**src/hdl/spfb_pkg.sv**
```systemverilog
// ----------------------------------------------------------------------------
// spfb_pkg: shared types and constants of the status panel frame builder
// Segment codes, register indexes, frame layout and the frame record
// passed from the converter to the serializer.
// ----------------------------------------------------------------------------
package spfb_pkg;

	localparam int NUM_POSITIONS = 8;
	localparam int VALUE_CHARS   = 5;
	localparam int FRAME_BYTES   = 2 + 2 * NUM_POSITIONS;
	localparam int QUEUE_DEPTH   = 2;

	localparam int CNT_W  = $clog2(VALUE_CHARS + 1);
	localparam int BIDX_W = $clog2(FRAME_BYTES);
	localparam int POS_W  = $clog2(NUM_POSITIONS);

	localparam logic [7:0] SEG_C     = 8'h39;
	localparam logic [7:0] SEG_MINUS = 8'h40;
	localparam logic [7:0] SEG_BLANK = 8'h00;

	localparam logic [7:0] WRITE_AUTO_RESET = 8'h40;
	localparam logic [7:0] START_ADDR_RESET = 8'hC0;

	// reciprocal of ten, exact for every 16-bit dividend with a shift of 19
	localparam logic [15:0] RECIP_TEN = 16'hCCCD;
	localparam int          RECIP_SH  = 19;

	typedef enum logic [7:0] {
		REG_WRITE_AUTO = 8'd0,
		REG_START_ADDR = 8'd1
	} reg_idx_t;

	typedef struct packed {
		logic [7:0]                        client_seg;
		logic [VALUE_CHARS-1:0][7:0]       vel_seg;
		logic                              led_link;
		logic                              estop;
		logic                              send;
		logic [7:0]                        keys;
	} frame_t;

	function automatic logic [7:0] seg_digit(input logic [3:0] d);
		logic [7:0] s;
		case (d)
			4'd0: s = 8'h3F;
			4'd1: s = 8'h06;
			4'd2: s = 8'h5B;
			4'd3: s = 8'h4F;
			4'd4: s = 8'h66;
			4'd5: s = 8'h6D;
			4'd6: s = 8'h7D;
			4'd7: s = 8'h07;
			4'd8: s = 8'h7F;
			4'd9: s = 8'h6F;
			default: s = SEG_BLANK;
		endcase
		return s;
	endfunction

endpackage

```
**src/hdl/spfb_in_if.sv**
```systemverilog
// ----------------------------------------------------------------------------
// spfb_in_if: tick channel
// One word per refresh tick: key scan bytes, client count, velocity, link.
// ----------------------------------------------------------------------------
interface spfb_in_if;
	logic               valid;
	logic               ready;
	logic [7:0]         scan_byte_a;
	logic [7:0]         scan_byte_b;
	logic [7:0]         scan_byte_c;
	logic [7:0]         scan_byte_d;
	logic [7:0]         client_num;
	logic signed [15:0] velocity;
	logic               link_ok;

	modport source (
		output valid, scan_byte_a, scan_byte_b, scan_byte_c, scan_byte_d,
		output client_num, velocity, link_ok,
		input  ready
	);
	modport sink (
		input  valid, scan_byte_a, scan_byte_b, scan_byte_c, scan_byte_d,
		input  client_num, velocity, link_ok,
		output ready
	);
endinterface

```
**src/hdl/spfb_out_if.sv**
```systemverilog
// ----------------------------------------------------------------------------
// spfb_out_if: byte channel
// One word per byte sent to the panel driver, with frame marks and status.
// ----------------------------------------------------------------------------
interface spfb_out_if;
	logic       valid;
	logic       ready;
	logic [7:0] byte_out;
	logic       frame_first;
	logic       last;
	logic       estop_state;
	logic       send_now;
	logic [7:0] key_map;

	modport source (
		output valid, byte_out, frame_first, last, estop_state, send_now, key_map,
		input  ready
	);
	modport sink (
		input  valid, byte_out, frame_first, last, estop_state, send_now, key_map,
		output ready
	);
endinterface

```
**src/hdl/spfb_cfg_if.sv**
```systemverilog
// ----------------------------------------------------------------------------
// spfb_cfg_if: register write channel
// One word per register write: register index and write data.
// ----------------------------------------------------------------------------
interface spfb_cfg_if;
	logic       valid;
	logic       ready;
	logic [7:0] index;
	logic [7:0] data;

	modport source (
		output valid, index, data,
		input  ready
	);
	modport sink (
		input  valid, index, data,
		output ready
	);
endinterface

```
**src/hdl/spfb_front.sv**
```systemverilog
// ----------------------------------------------------------------------------
// spfb_front: tick intake and frame converter
// Hold one tick, update the stop flag, convert the velocity one digit a cycle.
// ----------------------------------------------------------------------------
module spfb_front
	import spfb_pkg::*;
(
	input  logic        clk,
	input  logic        arst_n,
	spfb_in_if.sink     item,
	output logic        push,
	output frame_t      push_frame,
	input  logic        full
);

	typedef enum logic [2:0] {
		ST_IDLE  = 3'b001,
		ST_DIGIT = 3'b010,
		ST_PUSH  = 3'b100
	} state_t;

	state_t state_q;

	logic               valid_s1;
	logic [7:0]         keys_s1;
	logic [7:0]         client_s1;
	logic [15:0]        vel_s1;
	logic               link_s1;

	logic               prev_key_one_q;
	logic               estop_q;

	frame_t             frame_q;
	logic [15:0]        mag_q;
	logic               neg_q;
	logic [CNT_W-1:0]   n_q;

	logic               start;
	logic               key_one;
	logic               toggle;
	logic               estop_next;
	logic [31:0]        prod;
	logic [15:0]        quot;
	logic [15:0]        rem;
	logic [CNT_W-1:0]   n_next;
	logic               last_digit;
	logic [7:0]         keys_in;
	logic [15:0]        vel_mag;

	assign push       = (state_q == ST_PUSH) && !full;
	assign push_frame = frame_q;

	// a new conversion starts when the converter is free or frees up now
	assign start      = valid_s1 && ((state_q == ST_IDLE) || push);
	assign item.ready = !valid_s1 || start;

	assign keys_in = {item.scan_byte_d[4], item.scan_byte_c[4],
	                  item.scan_byte_b[4], item.scan_byte_a[4],
	                  item.scan_byte_d[0], item.scan_byte_c[0],
	                  item.scan_byte_b[0], item.scan_byte_a[0]};

	assign key_one    = keys_s1[0];
	assign toggle     = key_one && !prev_key_one_q;
	assign estop_next = estop_q ^ toggle;
	assign vel_mag    = vel_s1[15] ? (~vel_s1 + 16'd1) : vel_s1;

	assign prod       = mag_q * RECIP_TEN;
	assign quot       = 16'(prod >> RECIP_SH);
	assign rem        = mag_q - ((quot << 3) + (quot << 1));
	assign n_next     = n_q + CNT_W'(1);
	assign last_digit = (quot == 16'd0) || (n_next == CNT_W'(VALUE_CHARS));

	// hold register for the next tick
	always_ff @(posedge clk or negedge arst_n) begin
		if (!arst_n) begin
			valid_s1 <= 1'b0;
		end else if (item.valid && item.ready) begin
			valid_s1 <= 1'b1;
		end else if (start) begin
			valid_s1 <= 1'b0;
		end
	end

	always_ff @(posedge clk) begin
		if (item.valid && item.ready) begin
			keys_s1   <= keys_in;
			client_s1 <= item.client_num;
			vel_s1    <= item.velocity;
			link_s1   <= item.link_ok;
		end
	end

	always_ff @(posedge clk or negedge arst_n) begin
		if (!arst_n) begin
			state_q        <= ST_IDLE;
			prev_key_one_q <= 1'b0;
			estop_q        <= 1'b0;
		end else begin
			case (state_q)
				ST_IDLE: begin
					if (start) begin
						state_q <= ST_DIGIT;
					end
				end
				ST_DIGIT: begin
					if (last_digit) begin
						state_q <= ST_PUSH;
					end
				end
				ST_PUSH: begin
					if (start) begin
						state_q <= ST_DIGIT;
					end else if (push) begin
						state_q <= ST_IDLE;
					end
				end
				default: begin
					state_q <= ST_IDLE;
				end
			endcase
			if (start) begin
				prev_key_one_q <= key_one;
				estop_q        <= estop_next;
			end
		end
	end

	always_ff @(posedge clk) begin
		if (start) begin
			frame_q.client_seg <= seg_digit((client_s1 > 8'd9) ? 4'd9 : client_s1[3:0]);
			frame_q.vel_seg    <= '0;
			frame_q.led_link   <= !link_s1;
			frame_q.estop      <= estop_next;
			frame_q.send       <= toggle && estop_next;
			frame_q.keys       <= keys_s1;
			mag_q              <= vel_mag;
			neg_q              <= vel_s1[15];
			n_q                <= '0;
		end else if (state_q == ST_DIGIT) begin
			// fill from the right; a minus goes left of the last digit if it fits
			for (int c = 0; c < VALUE_CHARS; c++) begin
				if (CNT_W'(c) == CNT_W'(VALUE_CHARS - 1) - n_q) begin
					frame_q.vel_seg[c] <= seg_digit(rem[3:0]);
				end
				if (last_digit && neg_q && (n_next != CNT_W'(VALUE_CHARS)) &&
				    (CNT_W'(c) == CNT_W'(VALUE_CHARS - 1) - n_next)) begin
					frame_q.vel_seg[c] <= SEG_MINUS;
				end
			end
			mag_q <= quot;
			n_q   <= n_next;
		end
	end

endmodule

```
**src/hdl/spfb_queue.sv**
```systemverilog
// ----------------------------------------------------------------------------
// spfb_queue: frame queue
// Short first-in first-out store of converted frames.
// ----------------------------------------------------------------------------
module spfb_queue
	import spfb_pkg::*;
#(
	parameter int DEPTH = QUEUE_DEPTH
) (
	input  logic   clk,
	input  logic   arst_n,
	input  logic   push,
	input  frame_t push_frame,
	output logic   full,
	input  logic   pop,
	output frame_t pop_frame,
	output logic   not_empty
);

	localparam int PTR_W = (DEPTH > 1) ? $clog2(DEPTH) : 1;
	localparam int CNT_W = $clog2(DEPTH + 1);

	frame_t             mem_q [DEPTH];
	logic [PTR_W-1:0]   wr_ptr_q;
	logic [PTR_W-1:0]   rd_ptr_q;
	logic [CNT_W-1:0]   count_q;

	assign full      = (count_q == CNT_W'(DEPTH));
	assign not_empty = (count_q != '0);
	assign pop_frame = mem_q[rd_ptr_q];

	always_ff @(posedge clk) begin
		if (push) begin
			mem_q[wr_ptr_q] <= push_frame;
		end
	end

	always_ff @(posedge clk or negedge arst_n) begin
		if (!arst_n) begin
			wr_ptr_q <= '0;
			rd_ptr_q <= '0;
			count_q  <= '0;
		end else begin
			if (push) begin
				wr_ptr_q <= (wr_ptr_q == PTR_W'(DEPTH - 1)) ? '0 : wr_ptr_q + PTR_W'(1);
			end
			if (pop) begin
				rd_ptr_q <= (rd_ptr_q == PTR_W'(DEPTH - 1)) ? '0 : rd_ptr_q + PTR_W'(1);
			end
			if (push && !pop) begin
				count_q <= count_q + CNT_W'(1);
			end else if (pop && !push) begin
				count_q <= count_q - CNT_W'(1);
			end
		end
	end

endmodule

```
**src/hdl/spfb_back.sv**
```systemverilog
// ----------------------------------------------------------------------------
// spfb_back: byte serializer
// Walk one frame out as eighteen words through an output register.
// ----------------------------------------------------------------------------
module spfb_back
	import spfb_pkg::*;
(
	input  logic        clk,
	input  logic        arst_n,
	input  logic [7:0]  write_auto,
	input  logic [7:0]  start_addr,
	input  logic        not_empty,
	input  frame_t      pop_frame,
	output logic        pop,
	spfb_out_if.source  result
);

	frame_t              cur_q;
	logic                busy_q;
	logic [BIDX_W-1:0]   idx_q;

	logic                out_valid_q;
	logic [7:0]          byte_q;
	logic                first_q;
	logic                last_q;
	logic                estop_q;
	logic                send_q;
	logic [7:0]          keys_q;

	logic                load;
	logic                finishing;
	logic [BIDX_W-1:0]   rel;
	logic [POS_W-1:0]    pos;
	logic [7:0]          seg_byte;
	logic [7:0]          led_byte;
	logic [7:0]          next_byte;

	assign load      = busy_q && (!out_valid_q || result.ready);
	assign finishing = load && (idx_q == BIDX_W'(FRAME_BYTES - 1));
	assign pop       = not_empty && (!busy_q || finishing);

	assign rel = idx_q - BIDX_W'(2);
	assign pos = POS_W'(rel >> 1);

	always_comb begin
		seg_byte = SEG_BLANK;
		if (pos == POS_W'(0)) begin
			seg_byte = SEG_C;
		end else if (pos == POS_W'(1)) begin
			seg_byte = cur_q.client_seg;
		end
		for (int c = 0; c < VALUE_CHARS; c++) begin
			if (pos == POS_W'(NUM_POSITIONS - VALUE_CHARS + c)) begin
				seg_byte = cur_q.vel_seg[c];
			end
		end
		led_byte = 8'd0;
		if (pos == POS_W'(0)) begin
			led_byte = {7'd0, cur_q.estop};
		end else if (pos == POS_W'(1)) begin
			led_byte = {7'd0, cur_q.led_link};
		end
		if (idx_q == BIDX_W'(0)) begin
			next_byte = write_auto;
		end else if (idx_q == BIDX_W'(1)) begin
			next_byte = start_addr;
		end else if (rel[0]) begin
			next_byte = led_byte;
		end else begin
			next_byte = seg_byte;
		end
	end

	assign result.valid       = out_valid_q;
	assign result.byte_out    = byte_q;
	assign result.frame_first = first_q;
	assign result.last        = last_q;
	assign result.estop_state = estop_q;
	assign result.send_now    = send_q;
	assign result.key_map     = keys_q;

	always_ff @(posedge clk or negedge arst_n) begin
		if (!arst_n) begin
			busy_q      <= 1'b0;
			idx_q       <= '0;
			out_valid_q <= 1'b0;
		end else begin
			// a new frame takes over right at the last byte of the old one
			if (pop) begin
				busy_q <= 1'b1;
				idx_q  <= '0;
			end else begin
				if (load) begin
					idx_q <= idx_q + BIDX_W'(1);
				end
				if (finishing) begin
					busy_q <= 1'b0;
				end
			end
			if (load) begin
				out_valid_q <= 1'b1;
			end else if (result.ready) begin
				out_valid_q <= 1'b0;
			end
		end
	end

	always_ff @(posedge clk) begin
		if (pop) begin
			cur_q <= pop_frame;
		end
		if (load) begin
			byte_q  <= next_byte;
			first_q <= (idx_q < BIDX_W'(2));
			last_q  <= (idx_q == BIDX_W'(FRAME_BYTES - 1));
			estop_q <= cur_q.estop;
			send_q  <= cur_q.send;
			keys_q  <= cur_q.keys;
		end
	end

endmodule

```
**src/hdl/status_panel_frame_builder_top.sv**
```systemverilog
// ----------------------------------------------------------------------------
// status_panel_frame_builder_top: status panel frame builder
// Turn each refresh tick into the eighteen-byte command stream of a
// seven-segment/LED panel: write command, start address, eight
// segment/LED pairs showing 'C', client digit, blank and the velocity.
//
//   channel | dir | word                                   | accepted when
//   --------+-----+----------------------------------------+-------------------
//   item    | in  | scan bytes, client count, velocity,    | valid && ready
//           |     | link flag (one tick)                   |
//   result  | out | one panel byte with frame/status marks | valid && ready
//   cfg     | in  | register index and 8-bit data          | valid && ready
//
// Rate: a tick yields 18 result words at one word per cycle while
// result.ready stays high, so the output register sets the sustained rate.
// The converter takes a start step for each tick and then converts the
// velocity one digit at a time on the shared divide-by-ten step.
// Reset: arst_n clears the stop flag, the previous key level, the queue and
// all valid flags, and loads the command registers with 0x40 and 0xC0.
// Stalls: result.ready low holds the output word; the converter keeps going
// until the frame queue is full, and item.ready falls only when the hold
// register is occupied and the converter cannot take it.
// ----------------------------------------------------------------------------
module status_panel_frame_builder_top
	import spfb_pkg::*;
#(
	parameter int QDEPTH = QUEUE_DEPTH
) (
	input  logic       clk,
	input  logic       arst_n,
	spfb_in_if.sink    item,
	spfb_out_if.source result,
	spfb_cfg_if.sink   cfg
);

	logic [7:0] write_auto_q;
	logic [7:0] start_addr_q;

	logic       push;
	frame_t     push_frame;
	logic       full;
	logic       pop;
	frame_t     pop_frame;
	logic       not_empty;

	// register writes are always accepted
	assign cfg.ready = 1'b1;

	// decode the register index; drop writes beyond the list
	always_ff @(posedge clk or negedge arst_n) begin
		if (!arst_n) begin
			write_auto_q <= WRITE_AUTO_RESET;
			start_addr_q <= START_ADDR_RESET;
		end else if (cfg.valid && cfg.ready) begin
			case (cfg.index)
				REG_WRITE_AUTO: write_auto_q <= cfg.data;
				REG_START_ADDR: start_addr_q <= cfg.data;
				default: begin
				end
			endcase
		end
	end

	// front: take ticks, update the stop flag, build the segment record
	spfb_front u_front (
		.clk        (clk),
		.arst_n     (arst_n),
		.item       (item),
		.push       (push),
		.push_frame (push_frame),
		.full       (full)
	);

	// queue: decouple conversion from the byte stream
	spfb_queue #(
		.DEPTH (QDEPTH)
	) u_queue (
		.clk        (clk),
		.arst_n     (arst_n),
		.push       (push),
		.push_frame (push_frame),
		.full       (full),
		.pop        (pop),
		.pop_frame  (pop_frame),
		.not_empty  (not_empty)
	);

	// back: advance through the frame one byte per accepted word
	spfb_back u_back (
		.clk        (clk),
		.arst_n     (arst_n),
		.write_auto (write_auto_q),
		.start_addr (start_addr_q),
		.not_empty  (not_empty),
		.pop_frame  (pop_frame),
		.pop        (pop),
		.result     (result)
	);

endmodule

```
**src/flat_wrapper.sv**
```systemverilog
// flat-port wrapper written by rule: the top's interface ports become plain ports
module status_panel_frame_builder_top_flat import spfb_pkg::*;
#(
	parameter int QDEPTH = QUEUE_DEPTH
)
  (clk, arst_n, item_valid, item_scan_byte_a, item_scan_byte_b, item_scan_byte_c, item_scan_byte_d, item_client_num, item_velocity, item_link_ok, item_ready, result_valid, result_byte_out, result_frame_first, result_last, result_estop_state, result_send_now, result_key_map, result_ready, cfg_valid, cfg_index, cfg_data, cfg_ready);
  spfb_in_if item_i ();
  spfb_out_if result_i ();
  spfb_cfg_if cfg_i ();
  input  logic clk;
  input  logic arst_n;
  input wire logic [$bits(item_i.valid)-1:0] item_valid;
  input wire logic [$bits(item_i.scan_byte_a)-1:0] item_scan_byte_a;
  input wire logic [$bits(item_i.scan_byte_b)-1:0] item_scan_byte_b;
  input wire logic [$bits(item_i.scan_byte_c)-1:0] item_scan_byte_c;
  input wire logic [$bits(item_i.scan_byte_d)-1:0] item_scan_byte_d;
  input wire logic [$bits(item_i.client_num)-1:0] item_client_num;
  input wire logic [$bits(item_i.velocity)-1:0] item_velocity;
  input wire logic [$bits(item_i.link_ok)-1:0] item_link_ok;
  output wire logic [$bits(item_i.ready)-1:0] item_ready;
  output wire logic [$bits(result_i.valid)-1:0] result_valid;
  output wire logic [$bits(result_i.byte_out)-1:0] result_byte_out;
  output wire logic [$bits(result_i.frame_first)-1:0] result_frame_first;
  output wire logic [$bits(result_i.last)-1:0] result_last;
  output wire logic [$bits(result_i.estop_state)-1:0] result_estop_state;
  output wire logic [$bits(result_i.send_now)-1:0] result_send_now;
  output wire logic [$bits(result_i.key_map)-1:0] result_key_map;
  input wire logic [$bits(result_i.ready)-1:0] result_ready;
  input wire logic [$bits(cfg_i.valid)-1:0] cfg_valid;
  input wire logic [$bits(cfg_i.index)-1:0] cfg_index;
  input wire logic [$bits(cfg_i.data)-1:0] cfg_data;
  output wire logic [$bits(cfg_i.ready)-1:0] cfg_ready;
  assign item_i.valid = item_valid;
  assign item_i.scan_byte_a = item_scan_byte_a;
  assign item_i.scan_byte_b = item_scan_byte_b;
  assign item_i.scan_byte_c = item_scan_byte_c;
  assign item_i.scan_byte_d = item_scan_byte_d;
  assign item_i.client_num = item_client_num;
  assign item_i.velocity = item_velocity;
  assign item_i.link_ok = item_link_ok;
  assign item_ready = item_i.ready;
  assign result_valid = result_i.valid;
  assign result_byte_out = result_i.byte_out;
  assign result_frame_first = result_i.frame_first;
  assign result_last = result_i.last;
  assign result_estop_state = result_i.estop_state;
  assign result_send_now = result_i.send_now;
  assign result_key_map = result_i.key_map;
  assign result_i.ready = result_ready;
  assign cfg_i.valid = cfg_valid;
  assign cfg_i.index = cfg_index;
  assign cfg_i.data = cfg_data;
  assign cfg_ready = cfg_i.ready;
  status_panel_frame_builder_top #(.QDEPTH(QDEPTH)) u_core (.clk(clk), .arst_n(arst_n), .item(item_i), .result(result_i), .cfg(cfg_i));
endmodule
```
**config.mk**
```make
export PLATFORM = sky130hd
export DESIGN_NAME = status_panel_frame_builder_top_flat
export DESIGN_NICKNAME = d
export VERILOG_FILES = /design/src/hdl/spfb_pkg.sv /design/src/hdl/spfb_in_if.sv /design/src/hdl/spfb_out_if.sv /design/src/hdl/spfb_cfg_if.sv /design/src/hdl/spfb_front.sv /design/src/hdl/spfb_queue.sv /design/src/hdl/spfb_back.sv /design/src/hdl/status_panel_frame_builder_top.sv /design/src/flat_wrapper.sv
export SDC_FILE = /design/constraint.sdc
export NUM_CORES = 1
export LEC_CHECK = 0
export BUFFER_PORTS_ARGS = -buffer_cell sky130_fd_sc_hd__buf_2
export CAP_MARGIN = 20
export CORE_MARGIN = 2
export CORE_UTILIZATION = 55
export CTS_BUF_LIST = sky130_fd_sc_hd__clkbuf_4 sky130_fd_sc_hd__clkbuf_8
export DETAILED_ROUTE_END_ITERATION = 6
export GPL_ROUTABILITY_DRIVEN = 0
export PLACE_DENSITY = 0.77
export SETUP_SLACK_MARGIN = 0.05
export SYNTH_ARGS = -nofsm -noshare
export SYNTH_HDL_FRONTEND = slang
export SYNTH_SLANG_ARGS = --single-unit
```
**constraint.sdc**
```tcl
create_clock -name clk -period 10.3 [get_ports clk]
set_clock_uncertainty 0.2 [all_clocks]
set_input_delay 0 -clock clk [delete_from_list [all_inputs] [get_ports clk]]
set_output_delay 0 -clock clk [all_outputs]
set_load 0.01 [all_outputs]
```
* Word level (Yosys, flattened, before mapping)
Memory sizes are Yosys's and may differ from the RTL's. A register that Yosys moved wholly into a read port is not among the register bits.
Index checks and enable logic that the tools add are counted.
W data, S select, Z words.
** Storage, ports and cells
- ROM bits :: 672
- Bits of input ports :: 78
- Output and inout port bits :: 23
- RAM bits :: 118
- Flip-flop bits (word level) :: 165
- Word-level logic and storage cells :: 186
- Memories kept :: 7
** Memory list
- u_core.u_queue.mem_q :: words 2, width 59, rd ports 1, clocked after Yosys merged registers in 1, wr ports 1, line spfb_queue.sv:23 : frame_t mem_q [DEPTH];
- (no name shown) :: words 16, width 7, rd ports 1, clocked after Yosys merged registers in 1, wr ports 0, line spfb_pkg.sv:44 : case (d)
- (no name shown) :: words 16, width 7, rd ports 1, clocked after Yosys merged registers in 0, wr ports 0, line spfb_pkg.sv:44
- (no name shown) :: words 16, width 7, rd ports 1, clocked after Yosys merged registers in 0, wr ports 0, line spfb_pkg.sv:44
- (no name shown) :: words 16, width 7, rd ports 1, clocked after Yosys merged registers in 0, wr ports 0, line spfb_pkg.sv:44
- (no name shown) :: words 16, width 7, rd ports 1, clocked after Yosys merged registers in 0, wr ports 0, line spfb_pkg.sv:44
- +1 memories
** Operators by class
- Multiply operators :: 1
- $add $sub $neg :: 12
- Reduce and logical (&&, ||, !) cells :: 56
- Magnitude comparators :: 2
- Equality and inequality tests :: 26
- Bitwise gates (word level) :: 2
- Multiplexer cells :: 45
** Operators by type and width (number)
- $mux W8 :: 20
- $mux W16 :: 3
- $mul A16 B16 Y32 const B :: 1
- $reduce_bool A2 Y1 :: 12
- $eq A3 B3 Y1 const B :: 6
- $logic_and A1 B1 Y1 :: 17
- $add A16 B1 Y16 const B :: 1
- $logic_not A16 Y1 :: 1
- $not A16 Y16 :: 1
- $reduce_and A2 Y1 :: 7
- $eq A2 B3 Y1 const A :: 4
- $mux W1 :: 12
- $mux W3 :: 4
- $mux W5 :: 2
- $logic_not A3 Y1 :: 3
- $pmux W3 S3 :: 1
- $eq A8 B1 Y1 const B :: 1
- $gt A8 B4 Y1 const B :: 1
- $logic_not A1 Y1 :: 8
- $logic_not A8 Y1 :: 1
- $eq A1 B3 Y1 const A :: 2
- $eq A3 B1 Y1 const B :: 2
- $eq A3 B2 Y1 const B :: 2
- $eq A3 B3 Y1 const A :: 2
- other kinds (21) :: 30

* Longest topological paths before layout
Gate-level depths: netlist (run 1).
- Depth in word-level cells :: 12
- Mapped depth :: 29
- Depth with buffers taken out :: 28

* By module
Synthesis (run 1) repeated with hierarchy kept, for this count alone.
** Unflattened totals
- Cells, all modules :: 1471
- Area, all modules :: 19230.9 um^2
** Modules (own cells, without submodules)
- spfb_front :: sequential area each 2954.1 um^2, times used 1, cells an instance 1013, area each 10381.2 um^2
- spfb_queue :: sequential area each 3643.5 um^2, times used 1, cells an instance 200, area each 4749.6 um^2
- spfb_back :: sequential area each 2547.4 um^2, times used 1, cells an instance 218, area each 3425.8 um^2
- status_panel_frame_builder_top :: sequential area each 404.1 um^2, times used 1, cells an instance 40, area each 674.4 um^2

* Worst setup path before layout (run 1)
OpenSTA, ideal clock, no wires.
- Kind :: register to register
- Start :: register u_core.u_front.mag_q[7]
- End :: register u_core.u_front.frame_q (netlist bit u_core.u_front.push_frame[49])
- Path buffers :: 0
- Cell stages (with the launch flop) :: 26
- Required time :: 10.005 ns
- Arrival time :: 7.008 ns
- Setup slack :: 2.997 ns
- Period minus slack after synthesis :: 7.303 ns
- Setup time :: 0.095 ns
- Path through :: edfxtp_1 > ha_1 > inv_1 > fa_1 > inv_1 > fa_1 > fa_1 > fa_1 > inv_1 > fa_1 > inv_1 > ha_1 > nand4_1 > nor2_1 > o21ai_0 > a31oi_1 > nor2_1 > ha_1 > nor3b_1 > nand2b_1 > or3_1 > o311a_1 > nand2_1 > xnor2_1 > mux2_2 > a221oi_1
** On the way
- Cells in the longest elaborated chain, start to end :: 8
- Elaborated cells between the ends (all ways) :: 13
- Those cells by class :: add/sub: 2; mul: 1; mux: 2; reduce/logical: 7; memory: 1
** Ends and longest elaborated chain
- start: declaration :: line spfb_front.sv:34 : logic [15:0] mag_q;
- start signal: assignment :: line spfb_front.sv:136 : mag_q <= vel_mag;
- start signal: assignment :: line spfb_front.sv:150 : mag_q <= quot;
- $mul A16 B16 Y32 * :: line spfb_front.sv:67 : assign prod = mag_q * RECIP_TEN;
- parallel branches: the longest is 7 deep, another holds $mem_v2 Z16 W7
- end: declaration :: line spfb_front.sv:33 : frame_t frame_q;
Every way passes the cells marked *. The select of a mux whose other input is x is not followed.
A chain may end at the register's enable or synchronous reset.

* Worst setup path in the final report (run 1)
- Start :: register u_core.u_front.mag_q[7]
- End :: register u_core.u_front.frame_q (netlist bit u_core.u_front.push_frame[32])
The elaborated chain is that of the path after synthesis.

==> flow_summary_export.csv, run 1 <==
group,metric,value,unit
cts,ctsHtreeMaxLevel,2,
synthesis,ys_seq_area_share,48.9,%
global_routing,grt.total_usage,24.3,%
cts,clock_latency,580,ps
cts,cts_setup_buffers,0,
synthesis,synth_edf_count,247,
setup_path,criticalPathCategory,"flop to flop",
setup_path,crit_arrival,8790,ps
synthesis,avgSynthCellArea,11.7,µm²
synthesis,synth_nets,1893,
sta,period_needed,8540,ps
flow_run,max_cap_violations,0,
die,num_rows,66,
detailed_routing,first_iter_violations,978,
synthesis,yosys.area_share.simple,9.94,%
sta,rsz0062_at_grt,"false",
synthesis,synthXorXnorAreaFrac,2.12,%
synthesis,yosysUniqueCellTypes,78,
cts,cts_root_buffer,"clkbuf_8",
finish,drive_gt1_share,14.5,%
synthesis,yosys.area_share.adder,19.5,%
setup_path,ff2ff_path_depth,25,
sta,finalSetupTns,0,ps
die,dieWidth,187,µm
sta,max_clock_freq,0.117,GHz
cts,clk_pin_slew,70,ps
global_routing,grt_max_degree,74,
synthesis,synth-seq-cells,318,
global_routing,grt_pass1_wl,68000,µm
cts,cts_tree,"done",
finish,seqCellArea,9010,µm²
finish,nNetsFinal,2080,
place,hpwl,28000,µm
die,start_util,56.1,%
detailed_routing,dr_total_vias,12600,
finish,antennaDiodeCount,0,
synthesis,synth_warnings,0,
die,core_area,32800,µm²
cts,clock_sinks,318,
detailed_routing,routed_wl,41400,µm
detailed_routing,firstDrtPassIters,5,
place,dpl_cell_area,19300,µm²
synthesis,ys_async_sr_fraction,10.4,%
cts,cts_buffer_depth,3,
setup_path,end_kind,"flop",
global_routing,grt-ovfl-total,0,
die,fp.dieH,187,µm
die,ioPinCount,101,
cts,cts_resized,0,
global_routing,antenna_found_initial,0,
min_path,min_path_type,"input pin to flop",
global_routing,first_global_vias,13200,
setup_path,path_max_fanout,7,
finish,fill_cells,2414,
sta,finalHoldViolations,0,
detailed_routing,via_per_inst,5.64,
synthesis,synth_compound_gate_area_share,8.42,%
sta,slew_violations,0,
synthesis,synth_top_family_by_area,"adder cells",
die,die_area,34900,µm²
finish,area_delta_synth_final,15.0,%
sta,period_share,82.9,%
cts,cts_buffers,48,
place,numPortBuffers,75,
status,status,"finished clean",
detailed_routing,wl_per_cell,18.5,µm
sta,tightest_slew,968,ps
setup_path,cp.required,10550,ps
synthesis,synth_cells,1575,
finish,final_design_area_no_fill,21200,µm²
synthesis,synthMuxAreaShare,5.51,%
sta,maxSlewHeadroom,35.5,%
sta,hold_ws,31.1,ps
finish,multi_input_area,8400,µm²
finish,final_util,64.5,%
detailed_routing,detail-route-antenna-nets,0,
min_path,holdPathStages,3,
synthesis,netlist_area,18400,µm²
detailed_routing,route.detailed.drc,0,
synthesis,synth_ff_type,"edfxtp_1",
sta,finalSetupViolCount,0,
setup_path,start_kind,"flop",
cell families after synthesis:
group / after synthesis
and+or+nand+nor: 370
muxes: 92
other: 1
buffers and inverters: 267
AOI/OAI and AO/OA: 244
adders and majority gates: 240
xor gates and xnor gates: 43
DFF: 318
metal layers:
metal  GRT usage [%]  vias to the layer above  share of wire (%)
met2            41.5                      462                 50
met5               0                        -                  0
met3            4.35                       90                5.8
met1            31.3                     6147                 42
met4            8.70                        0                2.9
li1                -                     5933                  -
state kept, by name (all words and copies together), names as in the netlist, 16 cells and up:
signal                     flops
u_core.u_front.mag_q          16
u_core.u_back.cur_q           53
u_core.u_queue.mem_q         106
u_core.u_front.push_frame     53
u_core.u_front.vel_s1         16
worst max-delay path, stage by stage, from the launching register on:
cell      delay (ps)
edfxtp_1         530
ha_1             370
inv_1            110
fa_1             550
inv_1             60
fa_1             520
fa_1             540
fa_1             550
inv_1             60
fa_1             580
inv_1             50
ha_1             360
nand4_1          240
nor2_1           420
o21ai_0          280
a31oi_1          290
nor2_1           100
ha_1             320
nor3b_1          180
nand2b_1         200
o311ai_1         700
nor3_1           150
mux2i_1          600
a21oi_1          200
o21ai_0          190
nand2_1           60
final cells by class:
| cell class | count | area share [%] |
|---|---|---|
| well taps | 442 | 2.61 |
| repair buffers | 182 | 6.76 |
| multi-input cells | 990 | 39.7 |
| clock inverters | 16 | 0.325 |
| inverters | 222 | 3.94 |
| flip-flops and latches | 318 | 42.6 |
| clock buffers | 71 | 4.06 |
per-stage QoR:
step / cells / setup slack, ps
6_report: 2241 / 1760
5_1_grt: 2241 / 1330
4_1_cts: 2241 / 1950
3_5_place_dp: 2057 / 2000
3_3_place_gp: 2057 / 2140
2_1_floorplan: 1575 / 3000
layout by cell type, fill, tap and decap left out, types with 18 or more instances in the layout:
cell type / n
clkbuf_4: 19
nor2_1: 61
dlygate4sd3_1: 96
dfrtp_1: 28
inv_1: 220
mux2i_1: 18
ha_1: 161
dfxtp_1: 38
mux2_2: 74
buf_2: 75
a21oi_1: 73
nand3_1: 41
edfxtp_1: 247
fa_1: 79
clkbuf_8: 52
nor3_1: 27
xor2_1: 22
nand2_1: 123
o21ai_0: 60
xnor2_1: 20
and3_1: 28
synthesized netlist by cell type, drive strengths merged (22+ instances only):
library cell  number  area share [%]
and3              28            0.95
edfxtp           247              40
inv              221             4.5
a21oi             76             2.1
dfxtp             38             4.1
nand2            123             2.5
o21ai             62             1.7
nor2              61             1.2
nand3             41             1.1
dfrtp             29             3.9
ha               161              11
clkbuf            34            0.69
mux2              74             4.5
nor3              27            0.73
fa                79             8.6
xor2              22             1.0
timing repair:
item	CTS	global route
hold buffers	97	0
hold endpoints to repair	98	0
endpoints found under the setup margin	0	0
worst paths after layout:
| path | from | to | slack [ps] |
|---|---|---|---|
| hold reg to reg | u_core.u_front.keys_s1[1] | u_core.u_front.push_frame[1] | 220 |
| setup / recovery | u_core.u_front.mag_q[7] | u_core.u_front.push_frame[32] | 1760 |
| max in group asynchronous | arst_n | u_core.u_queue.rd_ptr_q | 9190 |
| min in group asynchronous | arst_n | u_core.u_front.state_q[0] | 440 |
| setup reg to reg | u_core.u_front.mag_q[7] | u_core.u_front.push_frame[32] | 1760 |
| hold / removal | cfg_data[4] | u_core.write_auto_q[4] | 30 |
Power of run 1 is not shown: default switching activity piles up to over one toggle a cycle in this logic, so the estimate is an artifact.
==> run 2, diff against run 1 <==
--- a/config.mk
+++ b/config.mk
@@ -12,7 +12,7 @@
 export CTS_BUF_LIST = sky130_fd_sc_hd__clkbuf_4 sky130_fd_sc_hd__clkbuf_8
 export DETAILED_ROUTE_END_ITERATION = 6
 export GPL_ROUTABILITY_DRIVEN = 0
-export PLACE_DENSITY = 0.77
+export PLACE_DENSITY = 0.8
 export SETUP_SLACK_MARGIN = 0.05
 export SYNTH_ARGS = -nofsm -noshare
 export SYNTH_HDL_FRONTEND = slang
==> constraint.sdc (replaced) <==
create_clock -name clk -period 7.7 [get_ports clk]
set_clock_uncertainty 0.2 [all_clocks]
set_input_delay 0 -clock clk [delete_from_list [all_inputs] [get_ports clk]]
set_output_delay 0 -clock clk [all_outputs]
set_load 0.01 [all_outputs]
==> flow_summary_export.csv, run 2 (synthesis results as in run 1) <==
group,metric,value,unit
cts,clock_latency,590,ps
die,ioPinCount,101,
sta,finalSetupViolCount,0,
sta,slew_violations,0,
detailed_routing,detail-route-antenna-nets,0,
setup_path,cp.required,8010,ps
cts,clk_pin_slew,70,ps
cts,cts_buffers,47,
global_routing,grt_use_met3,3.51,%
flow_run,max_cap_violations,0,
detailed_routing,firstDrtPassIters,6,
global_routing,grt_pass1_wl,69800,µm
detailed_routing,routed_wl,45100,µm
cts,cts_tree,"done",
setup_path,end_kind,"flop",
setup_path,criticalPathCategory,"flop to flop",
min_path,min_path_type,"input pin to flop",
global_routing,grt_max_degree,74,
die,dieWidth,187,µm
finish,mostFrequentLayoutCells,"edfxtp_1, inv_1, ha_1, nand2_1, dlygate4sd3_1",
detailed_routing,wl_per_cell,19.8,µm
place,hpwl,29700,µm
detailed_routing,dr_total_vias,13200,
global_routing,grt.busiest_layer,"met2",
sta,hold_ws,21.7,ps
cts,cts_buffer_depth,3,
setup_path,crit_arrival,7840,ps
finish,largest_register_ffs,106,
place,numPortBuffers,75,
global_routing,antenna_found_initial,1,
setup_path,slowest_stage,"fa_1",
die,core_area,32800,µm²
die,die_area,34900,µm²
sta,max_clock_freq,0.133,GHz
sta,maxSlewHeadroom,34.5,%
finish,area_delta_synth_final,18.1,%
finish,nNetsFinal,2113,
global_routing,use_met2,44.2,%
cts,clock_sinks,318,
cts,ctsHtreeMaxLevel,2,
global_routing,grtUsageMet1,31.9,%
setup_path,critical-path-max-stage-delay,570,ps
finish,drive_gt1_share,18.6,%
sta,period_needed,7530,ps
setup_path,path_max_fanout,5,
sta,tightest_slew,978,ps
global_routing,grt.total_usage,25.3,%
finish,largest-register,"u_core.u_queue.mem_q",
detailed_routing,first_iter_violations,1340,
die,start_util,56.1,%
detailed_routing,route.detailed.drc,0,
detailed_routing,via_per_inst,5.81,
sta,finalHoldViolations,0,
die,fp.dieH,187,µm
finish,final_common_cell,"edfxtp_1",
status,status,"finished clean",
cts,cts_root_buffer,"clkbuf_8",
setup_path,rrSetupSlack,170,ps
die,num_rows,66,
sta,period_share,97.8,%
min_path,holdPathStages,3,
global_routing,grt-ovfl-total,0,
setup_path,start_kind,"flop",
global_routing,first_global_vias,13500,
setup_path,ff2ff_path_depth,30,
-- run 2: worst paths after layout --
kind / start / end
worst min register to register: u_core.u_front.keys_s1[2] / u_core.u_front.push_frame[2]
worst min-delay path: cfg_data[7] / u_core.write_auto_q[7]
max in group asynchronous: arst_n / u_core.u_queue.rd_ptr_q
worst max-delay path: u_core.u_front.mag_q[7] / u_core.u_front.push_frame[35]
min in group asynchronous: arst_n / u_core.u_front.state_q[0]
worst max register to register: u_core.u_front.mag_q[7] / u_core.u_front.push_frame[35]
-- run 2: metrics by stage --
step                      utilization [%]  std cells  setup TNS (ps)  area [µm²]  setup slack, ps
after floorplan                         -       1575               0       18400              397
after global placement               59.3       2083               0       19400              212
after detailed placement             59.3       2083            -224       19400             -115
after CTS                            65.2       2258               0       21400             24.9
after global routing                 66.3       2276            -185       21700            -43.1
final                                66.3       2276               0       21700              169
-- run 2: what timing repair did --
action                                 in CTS  in global routing
endpoints found under the hold margin      95                  0
gates cloned                                0                  2
pin swaps                                   0                 11
setup endpoints to repair                  24                 36
resized for setup                           5                 38
buffers inserted                            0                 15
hold buffers                               88                  0
-- run 2: critical path: cells and delay by family (launching register included) --
| kind | cells | cell delay, ps |
|---|---|---|
| AO/OA/AOI/OAI | 7 | 1080 |
| adder cells (fa/ha/maj) | 8 | 3540 |
| buffers and inverters | 9 | 1030 |
| flip-flops | 1 | 490 |
| multiplexers | 1 | 80 |
| AND/OR/NAND/NOR | 5 | 1040 |
-- run 2: cell type report --
type,instances,area [µm²]
antenna,1,2.50
clock buffer,74,900
clock inverter,13,119
fill,2300,11100
inverter,222,833
multi-input combinational,990,8640
sequential,318,9010
tap,442,553
timing repair buffer,216,1670
-- run 2: layer usage --
metal,vias to the layer above,wire length (µm)
met4,0,1900
met3,170,3490
li1,5977,-
met5,-,0
met1,6377,17500
met2,710,22200
Power of run 2 is left out for the same reason.
